--- config.mk ---
export PLATFORM = sky130hd
export DESIGN_NAME = hci_h4_packet_framer
export DESIGN_NICKNAME = d
export VERILOG_FILES = /design/src/rtl/core/hhf_pkg.sv /design/src/rtl/core/hhf_cfg_regs.sv /design/src/rtl/core/hhf_frame_logic.sv /design/src/rtl/core/hci_h4_packet_framer.sv
export SDC_FILE = /design/constraint.sdc
export NUM_CORES = 1
export LEC_CHECK = 0
export BUFFER_PORTS_ARGS = -buffer_cell sky130_fd_sc_hd__buf_2
export CAP_MARGIN = 20
export CORE_MARGIN = 2
export CORE_UTILIZATION = 60
export CTS_CLUSTER_SIZE = 16
export DETAILED_ROUTE_END_ITERATION = 12
export HOLD_SLACK_MARGIN = 0.02
export PLACE_DENSITY_LB_ADDON = 0.1
export SKIP_CTS_REPAIR_TIMING = 1
export SLEW_MARGIN = 25
export SYNTH_ARGS = -nofsm -noshare
export SYNTH_HDL_FRONTEND = slang
export SYNTH_HIERARCHICAL = 1
export SYNTH_SLANG_ARGS = --single-unit
--- constraint.sdc ---
create_clock -name clk -period 9.7 [get_ports clk]
set_input_delay 0.485 -clock clk [delete_from_list [all_inputs] [get_ports clk]]
set_output_delay 0.485 -clock clk [all_outputs]
set_load 0.05 [all_outputs]
--- src/rtl/core/hhf_pkg.sv ---
// ---------------------------------------------------------------------------
// hhf_pkg: shared types and constants for the HCI H4 packet framer
// Status codes, packet rules, configuration register indexes and the
// result record handed from the framing logic to the output register.
// ---------------------------------------------------------------------------
`default_nettype none

package hhf_pkg;

  localparam int BYTE_W = 8;
  localparam int POS_W  = 10;
  localparam int FLEN_W = 11;
  localparam int CALC_W = 17;   // widest header length: 5 + 16-bit field

  localparam logic [13:0] ISO_LEN_MASK = 14'h3fff;

  localparam logic [BYTE_W-1:0] RST_COMMAND_CODE = 8'd1;
  localparam logic [BYTE_W-1:0] RST_ACL_CODE     = 8'd2;
  localparam logic [BYTE_W-1:0] RST_SCO_CODE     = 8'd3;
  localparam logic [BYTE_W-1:0] RST_ISO_CODE     = 8'd5;

  typedef enum logic [2:0] {
    ST_BUSY     = 3'd0,
    ST_DONE     = 3'd1,
    ST_UNKNOWN  = 3'd2,
    ST_TOO_LONG = 3'd3,
    ST_SHORT    = 3'd4
  } frame_status_t;

  typedef enum logic [1:0] {
    RULE_NONE      = 2'd0,
    RULE_SHORT_HDR = 2'd1,   // command and SCO: 4 + byte 3
    RULE_ACL       = 2'd2,
    RULE_ISO       = 2'd3
  } kind_rule_t;

  typedef enum logic [1:0] {
    CFG_COMMAND = 2'd0,
    CFG_ACL     = 2'd1,
    CFG_SCO     = 2'd2,
    CFG_ISO     = 2'd3
  } cfg_index_t;

  typedef struct packed {
    logic [BYTE_W-1:0] command;
    logic [BYTE_W-1:0] acl;
    logic [BYTE_W-1:0] sco;
    logic [BYTE_W-1:0] iso;
  } type_codes_t;

  typedef struct packed {
    logic [BYTE_W-1:0] out_byte;
    logic [POS_W-1:0]  position;
    logic [FLEN_W-1:0] length;
    frame_status_t     status;
  } frame_res_t;

  // Priority: command, ACL, SCO, ISO.
  function automatic kind_rule_t kind_rule(input logic [BYTE_W-1:0] kind,
                                           input type_codes_t codes);
    kind_rule_t r;
    if (kind == codes.command) begin
      r = RULE_SHORT_HDR;
    end else if (kind == codes.acl) begin
      r = RULE_ACL;
    end else if (kind == codes.sco) begin
      r = RULE_SHORT_HDR;
    end else if (kind == codes.iso) begin
      r = RULE_ISO;
    end else begin
      r = RULE_NONE;
    end
    return r;
  endfunction

endpackage

`default_nettype wire

--- src/rtl/core/hhf_cfg_regs.sv ---
// ---------------------------------------------------------------------------
// hhf_cfg_regs: packet type code registers
// Four write-only type code registers with their reset codes.
// ---------------------------------------------------------------------------
`default_nettype none

module hhf_cfg_regs (
  input  wire logic                       clk,
  input  wire logic                       rst_n,
  input  wire logic                       cfg_we,
  input  wire logic [1:0]                 cfg_index,
  input  wire logic [hhf_pkg::BYTE_W-1:0] cfg_wdata,
  output hhf_pkg::type_codes_t            codes
);
  import hhf_pkg::*;

  type_codes_t codes_r;
  type_codes_t codes_nxt;

  always_comb begin
    codes_nxt = codes_r;
    if (cfg_we) begin
      case (cfg_index)
        CFG_COMMAND: codes_nxt.command = cfg_wdata;
        CFG_ACL:     codes_nxt.acl     = cfg_wdata;
        CFG_SCO:     codes_nxt.sco     = cfg_wdata;
        CFG_ISO:     codes_nxt.iso     = cfg_wdata;
        default:     codes_nxt = codes_r;
      endcase
    end
  end

  always_ff @(posedge clk) begin
    if (!rst_n) begin
      codes_r <= '{command: RST_COMMAND_CODE, acl: RST_ACL_CODE,
                   sco: RST_SCO_CODE, iso: RST_ISO_CODE};
    end else begin
      codes_r <= codes_nxt;
    end
  end

  assign codes = codes_r;

endmodule

`default_nettype wire

--- src/rtl/core/hhf_frame_logic.sv ---
// ---------------------------------------------------------------------------
// hhf_frame_logic: one-byte framing step
// Decode the packet rule, pick up the length field, check size limits and
// produce the result record plus the next framing state.
// ---------------------------------------------------------------------------
`default_nettype none

module hhf_frame_logic #(
  parameter int MAX_PACKET = 1024,
  parameter int CW         = 11
) (
  input  wire logic                       action,
  input  wire logic [hhf_pkg::BYTE_W-1:0] tx_byte,
  input  wire hhf_pkg::type_codes_t       codes,
  input  wire logic [CW-1:0]              bytes_seen_r,
  input  wire logic [hhf_pkg::BYTE_W-1:0] packet_kind_r,
  input  wire logic [hhf_pkg::BYTE_W-1:0] length_low_r,
  input  wire logic [CW-1:0]              expected_total_r,
  output logic [CW-1:0]                   bytes_seen_nxt,
  output logic [hhf_pkg::BYTE_W-1:0]      packet_kind_nxt,
  output logic [hhf_pkg::BYTE_W-1:0]      length_low_nxt,
  output logic [CW-1:0]                   expected_total_nxt,
  output hhf_pkg::frame_res_t             res
);
  import hhf_pkg::*;

  logic [BYTE_W-1:0] kind;
  kind_rule_t        rule;
  logic              at_len_lo;
  logic              at_len_hi;
  logic [15:0]       len_field;
  logic [CALC_W-1:0] total;
  logic [CW-1:0]     seen_inc;
  logic [CALC_W-1:0] len_sel;
  logic [31:0]       pos_ext;
  frame_status_t     status;
  logic              clear;

  assign kind      = (bytes_seen_r == '0) ? tx_byte : packet_kind_r;
  assign rule      = kind_rule(kind, codes);
  assign at_len_lo = (bytes_seen_r == CW'(3));
  assign at_len_hi = (bytes_seen_r == CW'(4));
  assign seen_inc  = bytes_seen_r + CW'(1);
  assign pos_ext   = 32'(bytes_seen_r);

  always_comb begin
    len_field = {tx_byte, length_low_r};
    if (rule == RULE_ISO) begin
      len_field = {2'b00, len_field[13:0] & ISO_LEN_MASK};
    end
    if (at_len_lo && rule == RULE_SHORT_HDR) begin
      total = CALC_W'(4) + CALC_W'(tx_byte);
    end else if (at_len_hi && (rule == RULE_ACL || rule == RULE_ISO)) begin
      total = CALC_W'(5) + CALC_W'(len_field);
    end else begin
      total = CALC_W'(expected_total_r);
    end
  end

  always_comb begin
    clear   = 1'b1;
    len_sel = total;
    if (action) begin
      status  = ST_SHORT;
      len_sel = CALC_W'(expected_total_r);
    end else if (rule == RULE_NONE) begin
      status  = ST_UNKNOWN;
      len_sel = '0;
    end else if (total > CALC_W'(MAX_PACKET)) begin
      status  = ST_TOO_LONG;
      len_sel = '0;
    end else if (total != '0 && CALC_W'(seen_inc) == total) begin
      status = ST_DONE;
    end else if (32'(seen_inc) >= MAX_PACKET) begin
      status = ST_TOO_LONG;
    end else begin
      status = ST_BUSY;
      clear  = 1'b0;
    end
  end

  always_comb begin
    if (clear) begin
      bytes_seen_nxt     = '0;
      packet_kind_nxt    = '0;
      length_low_nxt     = '0;
      expected_total_nxt = '0;
    end else begin
      bytes_seen_nxt     = seen_inc;
      packet_kind_nxt    = kind;
      length_low_nxt     = at_len_lo ? tx_byte : length_low_r;
      expected_total_nxt = total[CW-1:0];
    end
  end

  assign res.out_byte = action ? '0 : tx_byte;
  assign res.position = pos_ext[POS_W-1:0];
  assign res.length   = len_sel[FLEN_W-1:0];
  assign res.status   = status;

endmodule

`default_nettype wire

--- src/rtl/core/hci_h4_packet_framer.sv ---
// ---------------------------------------------------------------------------
// hci_h4_packet_framer: HCI H4 transmit stream packet framer
// Finds packet boundaries in an outgoing H4 byte stream and tags each byte.
// ---------------------------------------------------------------------------
// Usage:
//   Input channel (in_valid/in_ready): one transaction per stream byte, with
//   in_action low; a transaction with in_action high marks end of data.
//   Result channel (out_valid/out_ready): exactly one transaction per input
//   transaction, in order: the byte, its offset in the packet, the packet
//   length once the header is known, and a status (in progress, complete,
//   unknown type, too long, ended short).
//   Configuration port: cfg_we writes cfg_wdata into the type code register
//   selected by cfg_index (command, ACL, SCO, ISO). Write only while idle.
// Timing:
//   A transaction accepted on the input channel passes through the input
//   register, then the framing step into the result register, where out_valid
//   rises and the result can be taken. Throughput is one transaction per cycle
//   while out_ready stays high; the framing state update closes in that single
//   step, so consecutive bytes need no gap.
// Reset (rst_n low, synchronous): drop any transaction in flight, restore
//   the default type codes and wait for a type byte.
// Stall: when out_ready is low the result holds, the input register holds
//   one more byte, and in_ready drops until the result is taken.
// ---------------------------------------------------------------------------
`default_nettype none

module hci_h4_packet_framer #(
  parameter int MAX_PACKET = 1024
) (
  input  wire logic                       clk,
  input  wire logic                       rst_n,
  // input channel
  input  wire logic                       in_valid,
  output logic                            in_ready,
  input  wire logic                       in_action,
  input  wire logic [hhf_pkg::BYTE_W-1:0] in_tx_byte,
  // result channel
  output logic                            out_valid,
  input  wire logic                       out_ready,
  output logic [hhf_pkg::BYTE_W-1:0]      out_byte,
  output logic [hhf_pkg::POS_W-1:0]       out_byte_position,
  output logic [hhf_pkg::FLEN_W-1:0]      out_frame_length,
  output logic [2:0]                      out_frame_status,
  // configuration
  input  wire logic                       cfg_we,
  input  wire logic [1:0]                 cfg_index,
  input  wire logic [hhf_pkg::BYTE_W-1:0] cfg_wdata
);
  import hhf_pkg::*;

  // Counter width: must hold MAX_PACKET itself.
  localparam int CW = $clog2(MAX_PACKET + 1);

  type_codes_t codes;

  // Input register
  logic              s1_valid_r;
  logic              s1_action_r;
  logic [BYTE_W-1:0] s1_byte_r;

  // Framing state
  logic [CW-1:0]     bytes_seen_r;
  logic [BYTE_W-1:0] packet_kind_r;
  logic [BYTE_W-1:0] length_low_r;
  logic [CW-1:0]     expected_total_r;
  logic [CW-1:0]     bytes_seen_nxt;
  logic [BYTE_W-1:0] packet_kind_nxt;
  logic [BYTE_W-1:0] length_low_nxt;
  logic [CW-1:0]     expected_total_nxt;

  // Result register
  logic              out_valid_r;
  frame_res_t        res_r;
  frame_res_t        res_nxt;

  logic advance;   // result register can take a new result
  logic step;      // input register moves into the result register

  assign advance  = !out_valid_r || out_ready;
  assign step     = s1_valid_r && advance;
  assign in_ready = !s1_valid_r || advance;

  hhf_cfg_regs u_cfg (
    .clk       (clk),
    .rst_n     (rst_n),
    .cfg_we    (cfg_we),
    .cfg_index (cfg_index),
    .cfg_wdata (cfg_wdata),
    .codes     (codes)
  );

  hhf_frame_logic #(
    .MAX_PACKET (MAX_PACKET),
    .CW         (CW)
  ) u_frame (
    .action             (s1_action_r),
    .tx_byte            (s1_byte_r),
    .codes              (codes),
    .bytes_seen_r       (bytes_seen_r),
    .packet_kind_r      (packet_kind_r),
    .length_low_r       (length_low_r),
    .expected_total_r   (expected_total_r),
    .bytes_seen_nxt     (bytes_seen_nxt),
    .packet_kind_nxt    (packet_kind_nxt),
    .length_low_nxt     (length_low_nxt),
    .expected_total_nxt (expected_total_nxt),
    .res                (res_nxt)
  );

  // Input register: refill whenever the held byte moves on or none is held.
  always_ff @(posedge clk) begin
    if (!rst_n) begin
      s1_valid_r <= 1'b0;
    end else if (in_ready) begin
      s1_valid_r <= in_valid;
    end
  end

  always_ff @(posedge clk) begin
    if (in_valid && in_ready) begin
      s1_action_r <= in_action;
      s1_byte_r   <= in_tx_byte;
    end
  end

  // Framing state: advance only when a byte is actually processed.
  always_ff @(posedge clk) begin
    if (!rst_n) begin
      bytes_seen_r     <= '0;
      packet_kind_r    <= '0;
      length_low_r     <= '0;
      expected_total_r <= '0;
    end else if (step) begin
      bytes_seen_r     <= bytes_seen_nxt;
      packet_kind_r    <= packet_kind_nxt;
      length_low_r     <= length_low_nxt;
      expected_total_r <= expected_total_nxt;
    end
  end

  // Result register: hold while the receiver stalls.
  always_ff @(posedge clk) begin
    if (!rst_n) begin
      out_valid_r <= 1'b0;
    end else if (advance) begin
      out_valid_r <= s1_valid_r;
    end
  end

  always_ff @(posedge clk) begin
    if (step) begin
      res_r <= res_nxt;
    end
  end

  assign out_valid         = out_valid_r;
  assign out_byte          = res_r.out_byte;
  assign out_byte_position = res_r.position;
  assign out_frame_length  = res_r.length;
  assign out_frame_status  = res_r.status;

  // Any final status returns the framer to waiting for a type byte.
  a_final_clears: assert property (@(posedge clk) disable iff (!rst_n)
    step && res_nxt.status != ST_BUSY |=> bytes_seen_r == '0 && expected_total_r == '0)
    else $error("framing state not cleared after final status");

  // The offset counter never reaches the packet size limit.
  a_seen_bound: assert property (@(posedge clk) disable iff (!rst_n)
    32'(bytes_seen_r) < MAX_PACKET)
    else $error("bytes_seen exceeds packet limit");

  // A stored packet length never exceeds the limit.
  a_total_bound: assert property (@(posedge clk) disable iff (!rst_n)
    32'(expected_total_r) <= MAX_PACKET)
    else $error("expected_total exceeds packet limit");

  // An unknown type is always reported without a packet length.
  a_unknown_shape: assert property (@(posedge clk) disable iff (!rst_n)
    out_valid && out_frame_status == ST_UNKNOWN |-> out_frame_length == '0)
    else $error("unknown type reported with a packet length");

endmodule

`default_nettype wire

==> results of run 1 <==
[worst max path at each step]
| stage | startpoint | end | slack [ps] | depth (start not counted) |
|---|---|---|---|---|
| floorplan | bytes_seen_r[10] | bytes_seen_r[2] | 5780 | 13 |
| global placement | s1_byte_r[2] | length_low_r[4] | 5010 | 13 |
| detailed placement | s1_byte_r[2] | length_low_r[2] | 5040 | 13 |
| CTS | s1_byte_r[2] | bytes_seen_r[9] | 5030 | 13 |
| global route | s1_byte_r[2] | length_low_r[5] | 4700 | 13 |
| finish | s1_byte_r[2] | bytes_seen_r[9] | 4980 | 13 |
[critical path: stages (launching register included)]
cell and delay (ps):
edfxtp_1 910, xor2_1 140, nor4_1 520, o211ai_1 200, mux2_2 390, a21oi_2 510
o211ai_1 240, a2111oi_1 410, nand4_1 240, nor4_4 280, buf_4 430, nor3_1 120
nand2_1 100, mux2i_1 80
[metal layers]
layer,up-vias,track usage [%],wire length [µm]
met2,218,46.8,8900
met5,-,0,0
li1,2881,-,-
met4,0,14.1,697
met3,49,6.41,1050
met1,2912,40.0,8440
[sequential cells by signal, indices dropped and copies added (netlist names), 3 cells and up]
register	cells
out_frame_length	11
length_low_r	8
expected_total_r	11
out_frame_status	3
out_byte	8
u_cfg/codes	32
bytes_seen_r	11
out_byte_position	10
s1_byte_r	8
packet_kind_r	8
[cells by family (layout without fill, tap and decap cells)]
family                   Yosys count  after routing  synth area share [%]
flip-flops                       113            113                  36.7
AO/OA/AOI/OAI                    102            102                  10.8
multiplexers                      98             98                  13.5
AND/OR/NAND/NOR                  312            312                  21.5
XOR/XNOR                          92             92                  11.1
buffers and inverters             75            104                  5.70
other                              1              1                0.0514
adder cells (fa/ha/maj)            4              4                 0.686
[cells in the final DEF (no fill, tap or decap), types with 19 or more instances in the layout]
master     count
nand2_1      137
mux2i_1       93
dfxtp_1       72
xnor2_1       58
nor3_1        32
xor2_1        34
buf_2         56
edfxtp_1      41
nor2_1        26
clkbuf_16     19
nand3_1       21
[power groups by stage]
stage	registers [W]	clock network, W	logic [W]
6_report	0.000525	0.000592	0.000117
5_1_grt	0.000526	0.000620	0.000125
4_1_cts	0.000525	0.000601	0.000116
3_5_place_dp	0.000535	0	0.000115
3_3_place_gp	0.000534	0	0.000113
2_1_floorplan	0.000544	0	0.0000768
[layout make-up]
| type | instances | area share (%) |
|---|---|---|
| clock buffer | 22 | 6.31 |
| clock inverter | 10 | 0.904 |
| inverter | 9 | 0.421 |
| multi-input combinational | 609 | 52.5 |
| sequential | 113 | 33.3 |
| tap | 147 | 2.29 |
| timing repair buffer | 63 | 4.24 |
[per-stage QoR]
| stage | cells | power [W] | instance area, µm² | setup slack (ps) | hold slack, ps |
|---|---|---|---|---|---|
| after floorplan | 797 | 0.000621 | 7290 | 5780 | 434 |
| after global placement | 941 | 0.000647 | 7440 | 5010 | 481 |
| after detailed placement | 941 | 0.000649 | 7440 | 5040 | 491 |
| after CTS | 973 | 0.00124 | 8020 | 5030 | 231 |
| after global routing | 973 | 0.00127 | 8030 | 4700 | 234 |
| final | 973 | 0.00123 | 8030 | 4980 | 243 |
==> run metrics, run 1 <==
status=finished, final reports clean; main flop type after synthesis=dfxtp_1; CTS buffer count=17; diodes inserted=0; Async SR Flop Fraction=0%; Hold Crit Class=in2reg; Die Area=~13000 µm²; die height=roughly 110 µm; Final Core Density=67.4%; Clk Latency, worst-skew pair=420 ps; area of the multi-input gates=~4200 µm²; die width=between 100 and 150 µm; initial antenna violation count=0; fillers=roughly 970; reg2reg setup slack=between 4000 and 5000 ps; Worst Path Arrival=~5000 ps; post-route minimum period=roughly 4700 ps; GR Overflow Total=0; Critical Setup Path Class=reg2reg; Startpoint Class=register; syn_nets=between 800 and 900; num ports=between 50 and 60; cell area power density=154 nW/µm²; routed via count=6060; All-Layer GR Usage=approximately 30%; Worst Hold Path Cells=1; FF-to-FF Start=s1_byte_r[2]; largest net degree at the start of global routing=121; Post-Syn Instances=approximately 800; cell types occupying the most area after synthesis=dfxtp_1 (20%), edfxtp_1 (17%), mux2i_1 (13%); # rows=40; Tightest Pin Transition=between 800 and 900 ps; layout cells sized above 1=between 10 and 15%; DRT Wirelength=19100 µm; Slew HR=around 43%; Iter 0 DRT Violations=463; htree depth=4; CTS tree=built; Seq/Total Area, Yosys=around 37%; # port buffers=57; top cell type's share of synthesized area=19.8%; Worst Skew=about 6.9 ps; register area=approximately 2700 µm²; Clk network pwr share=48.0%; final hold vios=0; #FFs+latches synth=between 100 and 150; yosys warns=6; Hold Path Origin=in_action; Hold EP=s1_action_r; # setup viols final=0; Max-Cap Viols=0; Critical Path RT=about 10000 ps; number of flops mapped to enable cells by yosys=~40; most common cell in the synthesized netlist=nand2_1; post-DP HPWL=approximately 13000 µm; Net Sw Power=0.000317 W; Avg Inst Size Synth=approximately 9.1 µm²; routability cong.=around 0.94; RSZ-0062 raised after global routing=no; critical path capture point type=register; post-route ant nets=0; DR WL/cell=19.6 µm; core area=roughly 12000 µm²; Flop pwr share=42.5%; Max clock buf depth=2; net switching fraction of the power=25.7%; first-pass GRT wire length=roughly 30000 µm; clk sinks=approximately 110; top post-synthesis cells by count=nand2_1 (137), mux2i_1 (93), dfxtp_1 (72); CTS root buffer=clkbuf_16; Distinct cells, synth=between 70 and 80; P_leak=3.13 nW; Initial Util=about three fifths; vias in the first global route=5752; Clk pin slew, worst setup/hold paths=approximately 60 ps; Post-Syn Area=between 7000 and 8000 µm²; post-DR vias/cell=6.23; CP max FO=37; Post-route DRC=0; max-slew violation count=0; reg2reg end=bytes_seen_r[9]; worst r2r path cells=13; internal power=about 0.00092 W; Peak Freq=about 210 MHz; Yosys top cell by area=dfxtp_1; nets=841; part of the cycle the worst path needs=48.7%; Logic pwr share=9.5%; setup TNS=0 ps; TritonRoute pass-1 iters=7; synthesis-to-finish area growth=10.1%; Max VDD drop=0.158 mV
Power figures use the tool's default switching activity.
==> inputs of run 2 (changes only) <==
--- a/config.mk
+++ b/config.mk
@@ -8,7 +8,7 @@
 export BUFFER_PORTS_ARGS = -buffer_cell sky130_fd_sc_hd__buf_2
 export CAP_MARGIN = 20
 export CORE_MARGIN = 2
-export CORE_UTILIZATION = 60
+export CORE_UTILIZATION = 55
 export CTS_CLUSTER_SIZE = 16
 export DETAILED_ROUTE_END_ITERATION = 12
 export HOLD_SLACK_MARGIN = 0.02
==> constraint.sdc (replaced) <==
create_clock -name clk -period 4.3 [get_ports clk]
set_input_delay 0.215 -clock clk [delete_from_list [all_inputs] [get_ports clk]]
set_output_delay 0.215 -clock clk [all_outputs]
set_load 0.05 [all_outputs]
==> run 2 against run 1 <==
Against the previous run: maximum frequency is 14% higher; hold slack worse by 190 ps; via count up 3.1%; cell count up 8.2%; sequential cell count is the same; global-route usage down 1.2 points; highest routed layer unchanged; core utilization shrank 2.5 points; clock skew is 1.9 ps higher; critical path type unchanged; combinational power grew to 2.7 times the previous value; critical endpoint is now packet_kind_r[0]; worst setup slack lost 4800 ps.
==> run metrics, run 2 (synthesis results as in run 1) <==
Iter 0 DRT Violations=517 (+12%); cell area power density=333 nW/µm² (+120%); synthesis-to-finish area growth=16.5%; # rows=42 (+5.0%); die width=119 µm (+4.3%); layout cells sized above 1=17.8% (+3.7 points); diodes inserted=0 (unchanged); Worst path slowest cell=or4_4; post-route minimum period=4160 ps (-567 ps); final hold vios=0 (unchanged); FF-to-FF Start=bytes_seen_r[3]; critical path capture point type=register; initial antenna violation count=0 (unchanged); clk sinks=113 (unchanged); GR Overflow Total=0 (unchanged); Startpoint Class=register; Final Core Density=64.9% (-2.5 points); routed via count=6247 (+3.1%); first-pass GRT wire length=31800 µm (+4.5%); Slew HR=45.9% (+3.4 points); Max-Cap Viols=0 (unchanged); Initial Util=55.7% (-5.5 points); P_leak=3.36 nW (+7.3%); post-route ant nets=0 (unchanged); CTS buffer count=17 (unchanged); CTS tree=built; RSZ-0062 raised after global routing=no; num ports=58 (unchanged); post-DR vias/cell=5.93 (-4.7%); Critical Setup Path Class=reg2reg; routability cong.=0.920 (-1.8%); post-DP HPWL=14900 µm (+13%); Worst Skew=8.82 ps (+1.92 ps); DR WL/cell=19.4 µm (-1.1%); Bufs and invs on worst path=2 (+1); Die Area=14200 µm² (+8.8%); # port buffers=57 (unchanged); DRT Wirelength=20400 µm (+7.0%); Critical Path RT=4640 ps (-5330 ps); Post-route DRC=0 (unchanged); CP peak stage delay=580 ps (-330 ps); nets=892 (+6.1%); Tightest Pin Transition=811 ps (-50.5 ps); most common cell after layout, fill and taps aside=nand2_1; vias in the first global route=5958 (+3.6%); Cell Chain, Critical Path=or4_4 -> nor3_1 -> o21ai_1 -> and3_4 -> o21ai_4 -> mux2i_1 -> mux2_2 -> o211ai_1 -> buf_4 -> nor4_4 -> buf_4 -> a211oi_1 -> nand2_1 -> mux2i_1; most frequent cells in the layout=nand2_1 (137), mux2i_1 (93), dfxtp_1 (72); max-slew violation count=0 (unchanged); delay-heaviest family, CP=simple AND/OR/NAND/NOR gates; htree depth=4 (unchanged); die height=119 µm (+4.3%); Max VDD drop=0.261 mV (+65%); CTS root buffer=clkbuf_16; part of the cycle the worst path needs=96.7% (+48 points); status=finished, final reports clean; Max clock buf depth=2 (unchanged); setup TNS=0 ps (unchanged); Peak Freq=241 MHz (+14%); CP max FO=19 (-49%); Clk pin slew, worst setup/hold paths=60 ps (about the same); All-Layer GR Usage=28.9% (-1.2 points); Hold Crit Class=in2reg; Clk Latency, worst-skew pair=420 ps (about the same); Worst setup startpoint=bytes_seen_r[3]; TritonRoute pass-1 iters=5 (-2); overall power=0.00283 W (+130%); largest net degree at the start of global routing=121 (unchanged); Worst Path Arrival=4500 ps (-500 ps); # setup viols final=0 (unchanged); Hold Path Origin=in_valid; max reg flops=32 (unchanged); core area=13100 µm² (+9.9%)
-- run 2: cell count changes in the layout (fill, tap and decap cells not counted), sizes merged --
cell / change
clkinv: +1
buf: +42
dlygate4sd3: +9
clkinvlp: +4
bufinv: +2
inv: -2
clkbuf: -5
-- run 2: worst register-to-register path, delay by kind of cell (launching register included) --
family | cells | cell delay (ps)
buffers and inverters | 2 | 400
flip-flops | 1 | 380
multiplexers | 3 | 860
AO/OA/AOI/OAI | 4 | 970
AND/OR/NAND/NOR | 5 | 1480
-- run 2: final timing paths --
kind / end / depth (start not counted) / slack [ps]
setup / recovery: packet_kind_r[0] / 14 / 140
hold / removal: s1_valid_r / 3 / 50
setup reg to reg: packet_kind_r[0] / 14 / 140
hold reg to reg: expected_total_r[4] / 2 / 510
-- run 2: area by class of cell --
cell class	instances	area [µm²]
fill	1127	4590
multi-input combinational	609	4220
sequential	113	2670
timing repair buffer	114	774
clock buffer	17	425
tap	176	220
clock inverter	15	145
inverter	9	33.8
-- run 2: where the power goes --
group	switching, W	internal [W]
sequential	0.0000246	0.00114
combinational	0.000200	0.000111
clock	0.000508	0.000843
-- run 2: metrics by stage --
stage / setup slack [ps] / std cells / hold WS (ps) / area (µm²)
CTS: 120 / 1043 / -42.8 / 8390
finish: 142 / 1053 / 54.5 / 8500
global placement: 214 / 1010 / 392 / 7790
global route: 27.7 / 1053 / 64.6 / 8500
detailed placement: 119 / 1011 / 394 / 7820
floorplan: 375 / 797 / 314 / 7290
-- run 2: routing by layer --
| layer | routed length, µm | track usage, % |
|---|---|---|
| met1 | 8930 | 37.4 |
| met5 | 0 | 0 |
| met2 | 9800 | 46.9 |
| met3 | 1030 | 5.41 |
| met4 | 658 | 12.8 |
